--- src/rtl/core/pto_pkg.sv ---
// Package for the periodic timer with overrun count.
// Types, widths and codes shared by the timer core and its divider. No dependencies.
`default_nettype none

package pto_pkg;

	localparam int TIME_W  = 63;
	localparam int COUNT_W = 32;
	localparam int KIND_W  = 2;

	localparam logic [TIME_W-1:0] TIME_MAX = {TIME_W{1'b1}};

	typedef logic [TIME_W-1:0]  time_t;
	typedef logic [COUNT_W-1:0] count_t;

	typedef enum logic [KIND_W-1:0] {
		KIND_TICK  = 2'd0,
		KIND_SCHED = 2'd1,
		KIND_READ  = 2'd2
	} kind_t;

	typedef enum logic [1:0] {
		S_IDLE,
		S_EXEC,
		S_DIV,
		S_FIRE
	} state_t;

	// Divider status toward the sequencer
	typedef struct packed {
		logic   done;
		count_t quot;
		time_t  rem;
	} div_res_t;

endpackage

`default_nettype wire

--- src/rtl/core/pto_in_if.sv ---
// Request channel of the periodic timer: valid/ready plus one timer request.
// Depends on pto_pkg for widths.
`default_nettype none

interface pto_in_if;
	import pto_pkg::*;

	logic                valid;
	logic                ready;
	logic [KIND_W-1:0]   kind;
	time_t               now_us;
	logic                is_absolute;
	time_t               deadline_us;
	time_t               period_us;

	modport source (
		output valid, kind, now_us, is_absolute, deadline_us, period_us,
		input  ready
	);
	modport sink (
		input  valid, kind, now_us, is_absolute, deadline_us, period_us,
		output ready
	);
endinterface

`default_nettype wire

--- src/rtl/core/pto_out_if.sv ---
// Response channel of the periodic timer: valid/ready plus one timer response.
// Depends on pto_pkg for widths.
`default_nettype none

interface pto_out_if;
	import pto_pkg::*;

	logic   valid;
	logic   ready;
	logic   fired;
	count_t overrun_value;
	logic   armed;

	modport source (
		output valid, fired, overrun_value, armed,
		input  ready
	);
	modport sink (
		input  valid, fired, overrun_value, armed,
		output ready
	);
endinterface

`default_nettype wire

--- src/rtl/core/pto_div.sv ---
// Radix-2 restoring divider, one quotient bit per cycle.
// Keeps the full remainder and the low COUNT_W quotient bits. Depends on pto_pkg.
`default_nettype none

module pto_div (
	input  wire                clk,
	input  wire                arst_n,
	input  wire                start,
	input  pto_pkg::time_t     dividend,
	input  pto_pkg::time_t     divisor,
	output pto_pkg::div_res_t  res
);
	import pto_pkg::*;

	localparam int CNT_W = $clog2(TIME_W);
	localparam logic [CNT_W-1:0] LAST = CNT_W'(TIME_W - 1);

	logic             busy_q;
	logic             done_q;
	logic [CNT_W-1:0] cnt_q;
	time_t            rem_q;
	time_t            dvd_q;
	time_t            dvs_q;
	count_t           quo_q;

	logic [TIME_W:0]  trial;
	logic [TIME_W:0]  diff;
	logic             ge;

	always_comb begin
		trial = {rem_q, dvd_q[TIME_W-1]};
		diff  = trial - {1'b0, dvs_q};
		ge    = trial >= {1'b0, dvs_q};
	end

	always_ff @(posedge clk or negedge arst_n) begin
		if (!arst_n) begin
			busy_q <= 1'b0;
			done_q <= 1'b0;
			cnt_q  <= '0;
		end else begin
			done_q <= 1'b0;
			if (start) begin
				busy_q <= 1'b1;
				cnt_q  <= '0;
			end else if (busy_q) begin
				cnt_q <= cnt_q + 1'b1;
				if (cnt_q == LAST) begin
					busy_q <= 1'b0;
					done_q <= 1'b1;
				end
			end
		end
	end

	always_ff @(posedge clk) begin
		if (start) begin
			rem_q <= '0;
			dvd_q <= dividend;
			dvs_q <= divisor;
			quo_q <= '0;
		end else if (busy_q) begin
			// remainder stays below the divisor, so it fits TIME_W bits
			rem_q <= ge ? diff[TIME_W-1:0] : trial[TIME_W-1:0];
			dvd_q <= {dvd_q[TIME_W-2:0], 1'b0};
			quo_q <= {quo_q[COUNT_W-2:0], ge};
		end
	end

	assign res.done = done_q;
	assign res.quot = quo_q;
	assign res.rem  = rem_q;

endmodule

`default_nettype wire

--- src/rtl/core/periodic_timer_with_overrun.sv ---
// Periodic / one-shot deadline timer with overrun count: sequencer, shared adder, state.
// Depends on pto_pkg, pto_in_if, pto_out_if and pto_div.
//
//  channel | dir | handshake   | contents
//  req     | in  | valid/ready | kind, now_us, is_absolute, deadline_us, period_us
//  rsp     | out | valid/ready | fired, overrun_value, armed
//
// One request at a time. Schedule, read, unused kinds and a tick on a disarmed timer end in S_EXEC,
// a tick without catch-up goes on to S_FIRE, a late periodic tick to S_DIV and then S_FIRE: the catch-up
// divides lateness by the period in pto_div, one quotient bit per cycle (63 steps).
// Reset clears the deadline, period and overrun count (timer disarmed).
// A held response blocks new requests only until rsp.ready takes it.
`default_nettype none

module periodic_timer_with_overrun (
	input  wire       clk,
	input  wire       arst_n,
	pto_in_if.sink    req,
	pto_out_if.source rsp
);
	import pto_pkg::*;

	state_t    state_q, state_d;

	// request held for the duration of the operation
	logic [KIND_W-1:0] kind_q;
	time_t             now_q;
	logic              abs_q;
	time_t             dl_in_q;
	time_t             per_in_q;

	// timer state
	time_t     deadline_q;
	time_t     period_q;
	count_t    count_q;
	logic      fire_q;

	// response register
	logic      out_valid_q;
	logic      out_fired_q;
	count_t    out_ovr_q;
	logic      out_armed_q;

	// shared adder
	time_t          alu_a, alu_b;
	logic           alu_sub;
	logic [TIME_W:0] alu_sum;
	time_t          alu_sat;

	logic      accept;
	logic      div_start;
	div_res_t  div_res;

	logic      fin;
	logic      dl_wr;
	time_t     dl_new;
	logic      per_wr;
	logic      cnt_wr;
	count_t    cnt_new;
	logic      o_fired;
	count_t    o_ovr;

	assign req.ready = (state_q == S_IDLE) && (!out_valid_q || rsp.ready);
	assign accept    = req.valid && req.ready;

	always_comb begin
		alu_sum = {1'b0, alu_a} + (alu_sub ? ~{1'b0, alu_b} : {1'b0, alu_b})
			+ {{TIME_W{1'b0}}, alu_sub};
		alu_sat = alu_sum[TIME_W] ? TIME_MAX : alu_sum[TIME_W-1:0];
	end

	pto_div u_div (
		.clk      (clk),
		.arst_n   (arst_n),
		.start    (div_start),
		.dividend (alu_sum[TIME_W-1:0]),
		.divisor  (period_q),
		.res      (div_res)
	);

	always_ff @(posedge clk or negedge arst_n) begin
		if (!arst_n) begin
			state_q <= S_IDLE;
		end else begin
			state_q <= state_d;
		end
	end

	always_comb begin
		state_d   = state_q;
		alu_a     = now_q;
		alu_b     = deadline_q;
		alu_sub   = 1'b1;
		div_start = 1'b0;
		fin       = 1'b0;
		dl_wr     = 1'b0;
		dl_new    = deadline_q;
		per_wr    = 1'b0;
		cnt_wr    = 1'b0;
		cnt_new   = count_q;
		o_fired   = 1'b0;
		o_ovr     = '0;
		case (state_q)
			S_IDLE: begin
				if (accept) begin
					state_d = S_EXEC;
				end
			end
			S_EXEC: begin
				case (kind_q)
					KIND_TICK: begin
						// alu: now - deadline, top bit is the borrow
						if (deadline_q == '0) begin
							fin     = 1'b1;
							state_d = S_IDLE;
						end else if (period_q != '0 && !alu_sum[TIME_W]
								&& alu_sum[TIME_W-1:0] != '0) begin
							div_start = 1'b1;
							state_d   = S_DIV;
						end else begin
							state_d = S_FIRE;
						end
					end
					KIND_SCHED: begin
						alu_a   = dl_in_q;
						alu_b   = now_q;
						alu_sub = 1'b0;
						fin     = 1'b1;
						dl_wr   = 1'b1;
						per_wr  = 1'b1;
						dl_new  = (dl_in_q == '0) ? '0 : (abs_q ? dl_in_q : alu_sat);
						state_d = S_IDLE;
					end
					KIND_READ: begin
						fin     = 1'b1;
						o_ovr   = count_q;
						cnt_wr  = 1'b1;
						cnt_new = '0;
						state_d = S_IDLE;
					end
					default: begin
						fin     = 1'b1;
						state_d = S_IDLE;
					end
				endcase
			end
			S_DIV: begin
				// deadline + misses*period == now - remainder
				alu_b = div_res.rem;
				if (div_res.done) begin
					dl_wr   = 1'b1;
					dl_new  = alu_sum[TIME_W-1:0];
					cnt_wr  = 1'b1;
					cnt_new = count_q + div_res.quot;
					state_d = S_FIRE;
				end
			end
			S_FIRE: begin
				alu_a   = deadline_q;
				alu_b   = period_q;
				alu_sub = 1'b0;
				fin     = 1'b1;
				o_fired = fire_q;
				if (fire_q) begin
					dl_wr  = 1'b1;
					dl_new = (period_q == '0) ? '0 : alu_sat;
				end
				state_d = S_IDLE;
			end
			default: begin
				state_d = S_IDLE;
			end
		endcase
	end

	always_ff @(posedge clk) begin
		if (accept) begin
			kind_q   <= req.kind;
			now_q    <= req.now_us;
			abs_q    <= req.is_absolute;
			dl_in_q  <= req.deadline_us;
			per_in_q <= req.period_us;
		end
		if (fin) begin
			out_fired_q <= o_fired;
			out_ovr_q   <= o_ovr;
			out_armed_q <= dl_new != '0;
		end
	end

	always_ff @(posedge clk or negedge arst_n) begin
		if (!arst_n) begin
			deadline_q  <= '0;
			period_q    <= '0;
			count_q     <= '0;
			fire_q      <= 1'b0;
			out_valid_q <= 1'b0;
		end else begin
			if (dl_wr) begin
				deadline_q <= dl_new;
			end
			if (per_wr) begin
				period_q <= (dl_in_q == '0) ? '0 : per_in_q;
			end
			if (cnt_wr) begin
				count_q <= cnt_new;
			end
			if (state_q == S_EXEC) begin
				fire_q <= !alu_sum[TIME_W];
			end
			if (fin) begin
				out_valid_q <= 1'b1;
			end else if (rsp.ready) begin
				out_valid_q <= 1'b0;
			end
		end
	end

	assign rsp.valid         = out_valid_q;
	assign rsp.fired         = out_fired_q;
	assign rsp.overrun_value = out_ovr_q;
	assign rsp.armed         = out_armed_q;

	a_accept_exec: assert property (@(posedge clk) disable iff (!arst_n)
		accept |=> state_q == S_EXEC)
		else $error("accepted request did not start execution");

	a_div_periodic: assert property (@(posedge clk) disable iff (!arst_n)
		state_q == S_DIV |-> period_q != '0)
		else $error("catch-up division with zero period");

	a_fire_armed: assert property (@(posedge clk) disable iff (!arst_n)
		state_q == S_FIRE |-> deadline_q != '0)
		else $error("fire check on a disarmed timer");

	a_fire_no_ovr: assert property (@(posedge clk) disable iff (!arst_n)
		rsp.valid && rsp.fired |-> rsp.overrun_value == '0)
		else $error("fired response carries an overrun value");

endmodule

`default_nettype wire
--- src/flat_wrapper.sv ---
// flat-port wrapper written by rule: the top's interface ports become plain ports
module periodic_timer_with_overrun_flat import pto_pkg::*;
  (clk, arst_n, req_valid, req_kind, req_now_us, req_is_absolute, req_deadline_us, req_period_us, req_ready, rsp_valid, rsp_fired, rsp_overrun_value, rsp_armed, rsp_ready);
  pto_in_if req_i ();
  pto_out_if rsp_i ();
  input  wire clk;
  input  wire arst_n;
  input wire logic [$bits(req_i.valid)-1:0] req_valid;
  input wire logic [$bits(req_i.kind)-1:0] req_kind;
  input wire logic [$bits(req_i.now_us)-1:0] req_now_us;
  input wire logic [$bits(req_i.is_absolute)-1:0] req_is_absolute;
  input wire logic [$bits(req_i.deadline_us)-1:0] req_deadline_us;
  input wire logic [$bits(req_i.period_us)-1:0] req_period_us;
  output wire logic [$bits(req_i.ready)-1:0] req_ready;
  output wire logic [$bits(rsp_i.valid)-1:0] rsp_valid;
  output wire logic [$bits(rsp_i.fired)-1:0] rsp_fired;
  output wire logic [$bits(rsp_i.overrun_value)-1:0] rsp_overrun_value;
  output wire logic [$bits(rsp_i.armed)-1:0] rsp_armed;
  input wire logic [$bits(rsp_i.ready)-1:0] rsp_ready;
  assign req_i.valid = req_valid;
  assign req_i.kind = req_kind;
  assign req_i.now_us = req_now_us;
  assign req_i.is_absolute = req_is_absolute;
  assign req_i.deadline_us = req_deadline_us;
  assign req_i.period_us = req_period_us;
  assign req_ready = req_i.ready;
  assign rsp_valid = rsp_i.valid;
  assign rsp_fired = rsp_i.fired;
  assign rsp_overrun_value = rsp_i.overrun_value;
  assign rsp_armed = rsp_i.armed;
  assign rsp_i.ready = rsp_ready;
  periodic_timer_with_overrun u_core (.clk(clk), .arst_n(arst_n), .req(req_i), .rsp(rsp_i));
endmodule
--- config.mk ---
export PLATFORM = sky130hd
export DESIGN_NAME = periodic_timer_with_overrun_flat
export DESIGN_NICKNAME = d
export VERILOG_FILES = /design/src/rtl/core/pto_pkg.sv /design/src/rtl/core/pto_in_if.sv /design/src/rtl/core/pto_out_if.sv /design/src/rtl/core/pto_div.sv /design/src/rtl/core/periodic_timer_with_overrun.sv /design/src/flat_wrapper.sv
export SDC_FILE = /design/constraint.sdc
export NUM_CORES = 2
export LEC_CHECK = 0
export BUFFER_PORTS_ARGS = -buffer_cell sky130_fd_sc_hd__buf_2
export CAP_MARGIN = 20
export CORE_ASPECT_RATIO = 0.5
export CORE_MARGIN = 5
export CORE_UTILIZATION = 50
export DETAILED_ROUTE_END_ITERATION = 10
export PLACE_DENSITY = 0.68
export SLEW_MARGIN = 20
export SYNTH_ARGS = -nofsm -noshare
export SYNTH_HDL_FRONTEND = slang
export SYNTH_HIERARCHICAL = 1
export SYNTH_SLANG_ARGS = --single-unit
--- constraint.sdc ---
create_clock -name clk -period 14.16 [get_ports clk]
set_input_delay 2.832 -clock clk [delete_from_list [all_inputs] [get_ports clk]]
set_output_delay 2.832 -clock clk [all_outputs]
set_load 0.02 [all_outputs]
==> flow_summary.yaml <==
run_status:
  status: "finished clean"
setup_path:
  worstSetupStartpointType: "flop"
  cpMaxStageDelayCell: "or4b_2"
  max_stage_delay_ns: 0.64
  required_ns: 14.69
  cp_max_fo: 182
  critPathArrivalTime_ns: 10.66
  critPathTopFamily: "simple AND/OR/NAND/NOR gates"
  crit_type: "flop to flop"
  critPathBufInv: 5
  crit_top_cell: "nor2_1"
  endpoint_kind: "flop"
global_routing:
  grt_pass1_vias: 32060
  track_usage_pct: 33.39
  grt-ovfl-total: 0
  grt_pass1_wl_um: 211600
  grt_start_max_net_pins: 183
  antenna_found_initial: 10
yosys:
  syn_inst: 4111
  synth_compound_area_share_pct: 23.60
  synth_top_family_by_area: "compound AO/OA/AOI/OAI gates"
  synth_adder_area_share_pct: 5.391
  synth_area_sq_um: 38720
  ys_seq_area_share_pct: 43.20
  syn_area_per_cell_sq_um: 9.418
  ys.flop_type: "edfxtp_1"
  synthSimpleGateAreaFrac_pct: 14.68
  yosys_warnings: 6
  synth_mux_area_share_pct: 4.547
  syn_nets: 4472
  synthDistinctLibCells: 95
  postSynth.asyncResetShare_pct: 27.55
  ys_ff_latch: 617
  yosys.area_share.xor_xnor_pct: 4.343
  synth-edff-count: 352
layout:
  final_area_sq_um: 42780
  multi_input_area_sq_um: 20490
  ff_latch_area_sq_um: 16730
  final_cells: 5277
  nets: 4552
  drive_gt1_share_pct: 12.46
  area_growth_pct: 10.50
  n_fill_cell: 6845
drt:
  drtIter0Drc: 5342
  finalWirelength_um: 144300
  postRouteAntennaNets: 0
  dr_total_vias: 35010
  drtPass1Iterations: 7
  wl_per_cell_um: 27.34
  drc: 0
  avgViaCountPerCell: 6.635
timing:
  setup_viol: 0
  slew-limit-headroom_pct: 23.13
  clock.fmax_mhz: 98.78
  finClkSkew_ns: 0.03422
  fin_crit_sh_pct: 71.50
  worst_slew_pin_slew_ns: 1.153
  fin_crit_ns: 10.12
  fin_setup_tns_ns: 0
  setup_ws_ns: 4.036
  rsz0062_at_grt: "no"
  maxSlewViolCount: 0
  finalHoldViolations: 0
clocking:
  clock_latency_ns: 0.67
  root_buffer: "clkbuf_16"
  holdBufCountCts: 0
  htree_levels: 2
  ctsResizeCount: 0
  cts_tree: "built"
  clkSlewWorstSetupHoldPaths_ns: 0.07
  post-cts-setup-buffers: 0
  cts_made_buffers: 55
  cts_max_path_buffers: 3
  cts_num_sinks: 617
floorplan:
  die_area_sq_um: 83430
  die_y_um: 206.8
  rows: 72
  core_area_sq_um: 77020
  io_pins: 232
  dieWidth_um: 403.5
  start_util_pct: 50.26
placement:
  placed_cells: 5169
  gp_congestion: 1.001
  port_buffers: 231
  place_area_sq_um: 40690
  dpl.hpwl_um: 108300
  preCtsSetupSlack_ns: 4.258
flow_run:
  max_cap_violations: 0
worst_hold_path:
  hp-class: "flop to flop"
## stage by stage
stage,hold WS (ns),util [%]
floorplan,0.4388,-
global placement,0.4843,52.82
detailed placement,0.4914,52.83
CTS,0.5080,55.53
global route,0.5200,55.53
finish,0.5115,55.54
## placed cells by master, fill, tap and decap left out, types with 73 or more instances in the layout
cell type / count
nand2_1: 466
ha_1: 158
a21o_1: 89
a21oi_1: 298
o21ai_0: 210
mux2i_1: 81
buf_2: 231
dfrtp_1: 169
inv_1: 143
a221o_1: 73
a221oi_1: 75
a22oi_1: 88
dfxtp_1: 95
edfxtp_1: 352
mux2_2: 83
a22o_1: 92
xnor2_1: 142
nor2_1: 348
## final timing paths
path                                          startpoint                                 to  slack [ns]  depth (start not counted)
setup / recovery                                    flop      u_core/u_div/busy_q$_DFF_PN0_        4.04                         27
hold / removal             u_core/per_in_q[28]$_DFFE_PP_    u_core/period_q[28]$_DFFE_PN0P_        0.51                          2
setup reg to reg                                    flop      u_core/u_div/busy_q$_DFF_PN0_        4.04                         27
hold reg to reg            u_core/per_in_q[28]$_DFFE_PP_    u_core/period_q[28]$_DFFE_PN0P_        0.51                          2
max in group asynchronous                         arst_n      u_core/u_div/busy_q$_DFF_PN0_        9.97                          3
min in group asynchronous                         arst_n  u_core/deadline_q[29]$_DFFE_PN0P_        2.21                          1
## cells in the mapped netlist (92+ instances only)
master	count	area share, %
dfrtp_1	170	11
o21ai_0	211	2.7
nand2_1	467	4.5
a21oi_1	299	3.9
xnor2_1	142	3.2
inv_1	146	1.4
ha_1	162	5.2
a22o_1	92	2.1
nor2_1	352	3.4
dfxtp_1	95	4.9
edfxtp_1	352	27
clkbuf_1	211	2.0
## layer usage
metal / up-vias / part of all wire (%) / global-route usage [%]
met5: - / 0.033 / 0
met4: 6 / 2.9 / 8.677
met3: 277 / 13 / 8.689
met2: 2071 / 41 / 48.13
met1: 17040 / 43 / 49.83
li1: 15620 / - / -
## worst register-to-register path, stage by stage (launching register included)
cell and delay (ns):
dfrtp_1 0.44, inv_1 0.16, ha_4 0.36, inv_2 0.56, buf_4 0.64, nor2_4 0.11, a21oi_4 0.14, buf_4 0.60
xnor2_1 0.17, ha_1 0.43, a21o_1 0.26, o211a_1 0.35, o2111ai_1 0.17, a31o_2 0.31, or2_1 0.33, a211oi_1 0.45
nor2_1 0.20, o41ai_1 0.60, xnor2_1 0.41, or4b_2 0.64, nor4_1 0.40, nand4b_1 0.16, o311a_1 0.39, and2_4 0.40
buf_12 0.37, nand4b_1 0.67, nor2_1 0.22, nor2_1 0.07
## registers in the layout, indices dropped and copies added (netlist names), 2 cells and up, named ones only
signal and count:
u_core/count_q 32, u_core/now_q 63, u_core/u_div/dvd_q 63, u_core/u_div/dvs_q 63, u_core/u_div/quo_q 32, u_core/deadline_q 63, u_core/rsp.overrun_value 32, u_core/u_div/rem_q 63
u_core/u_div/cnt_q 6, u_core/period_q 63, u_core/per_in_q 63, u_core/kind_q 2, u_core/dl_in_q 63
## kinds of logic (layout without fill, tap and decap cells)
| group | after synthesis | count (layout) |
|---|---|---|
| mux | 165 | 165 |
| flops | 617 | 617 |
| compound gates | 1313 | 1313 |
| buf+inv | 415 | 542 |
| simple gates | 1244 | 1244 |
| fa+ha+maj | 165 | 165 |
| other cells | 0 | 3 |
| xor+xnor | 192 | 192 |
## layout make-up
type | instances | area share [%]
multi-input cells | 3079 | 47.89
flip-flops and latches | 617 | 39.10
repair buffers | 290 | 3.781
clock buffers | 68 | 3.448
well taps | 1036 | 3.030
clock inverters | 36 | 1.410
inverters | 148 | 1.316
diodes | 3 | 0.01755
Power is not shown: default switching activity piles up to over one toggle a cycle in this logic, so the estimate is an artifact.
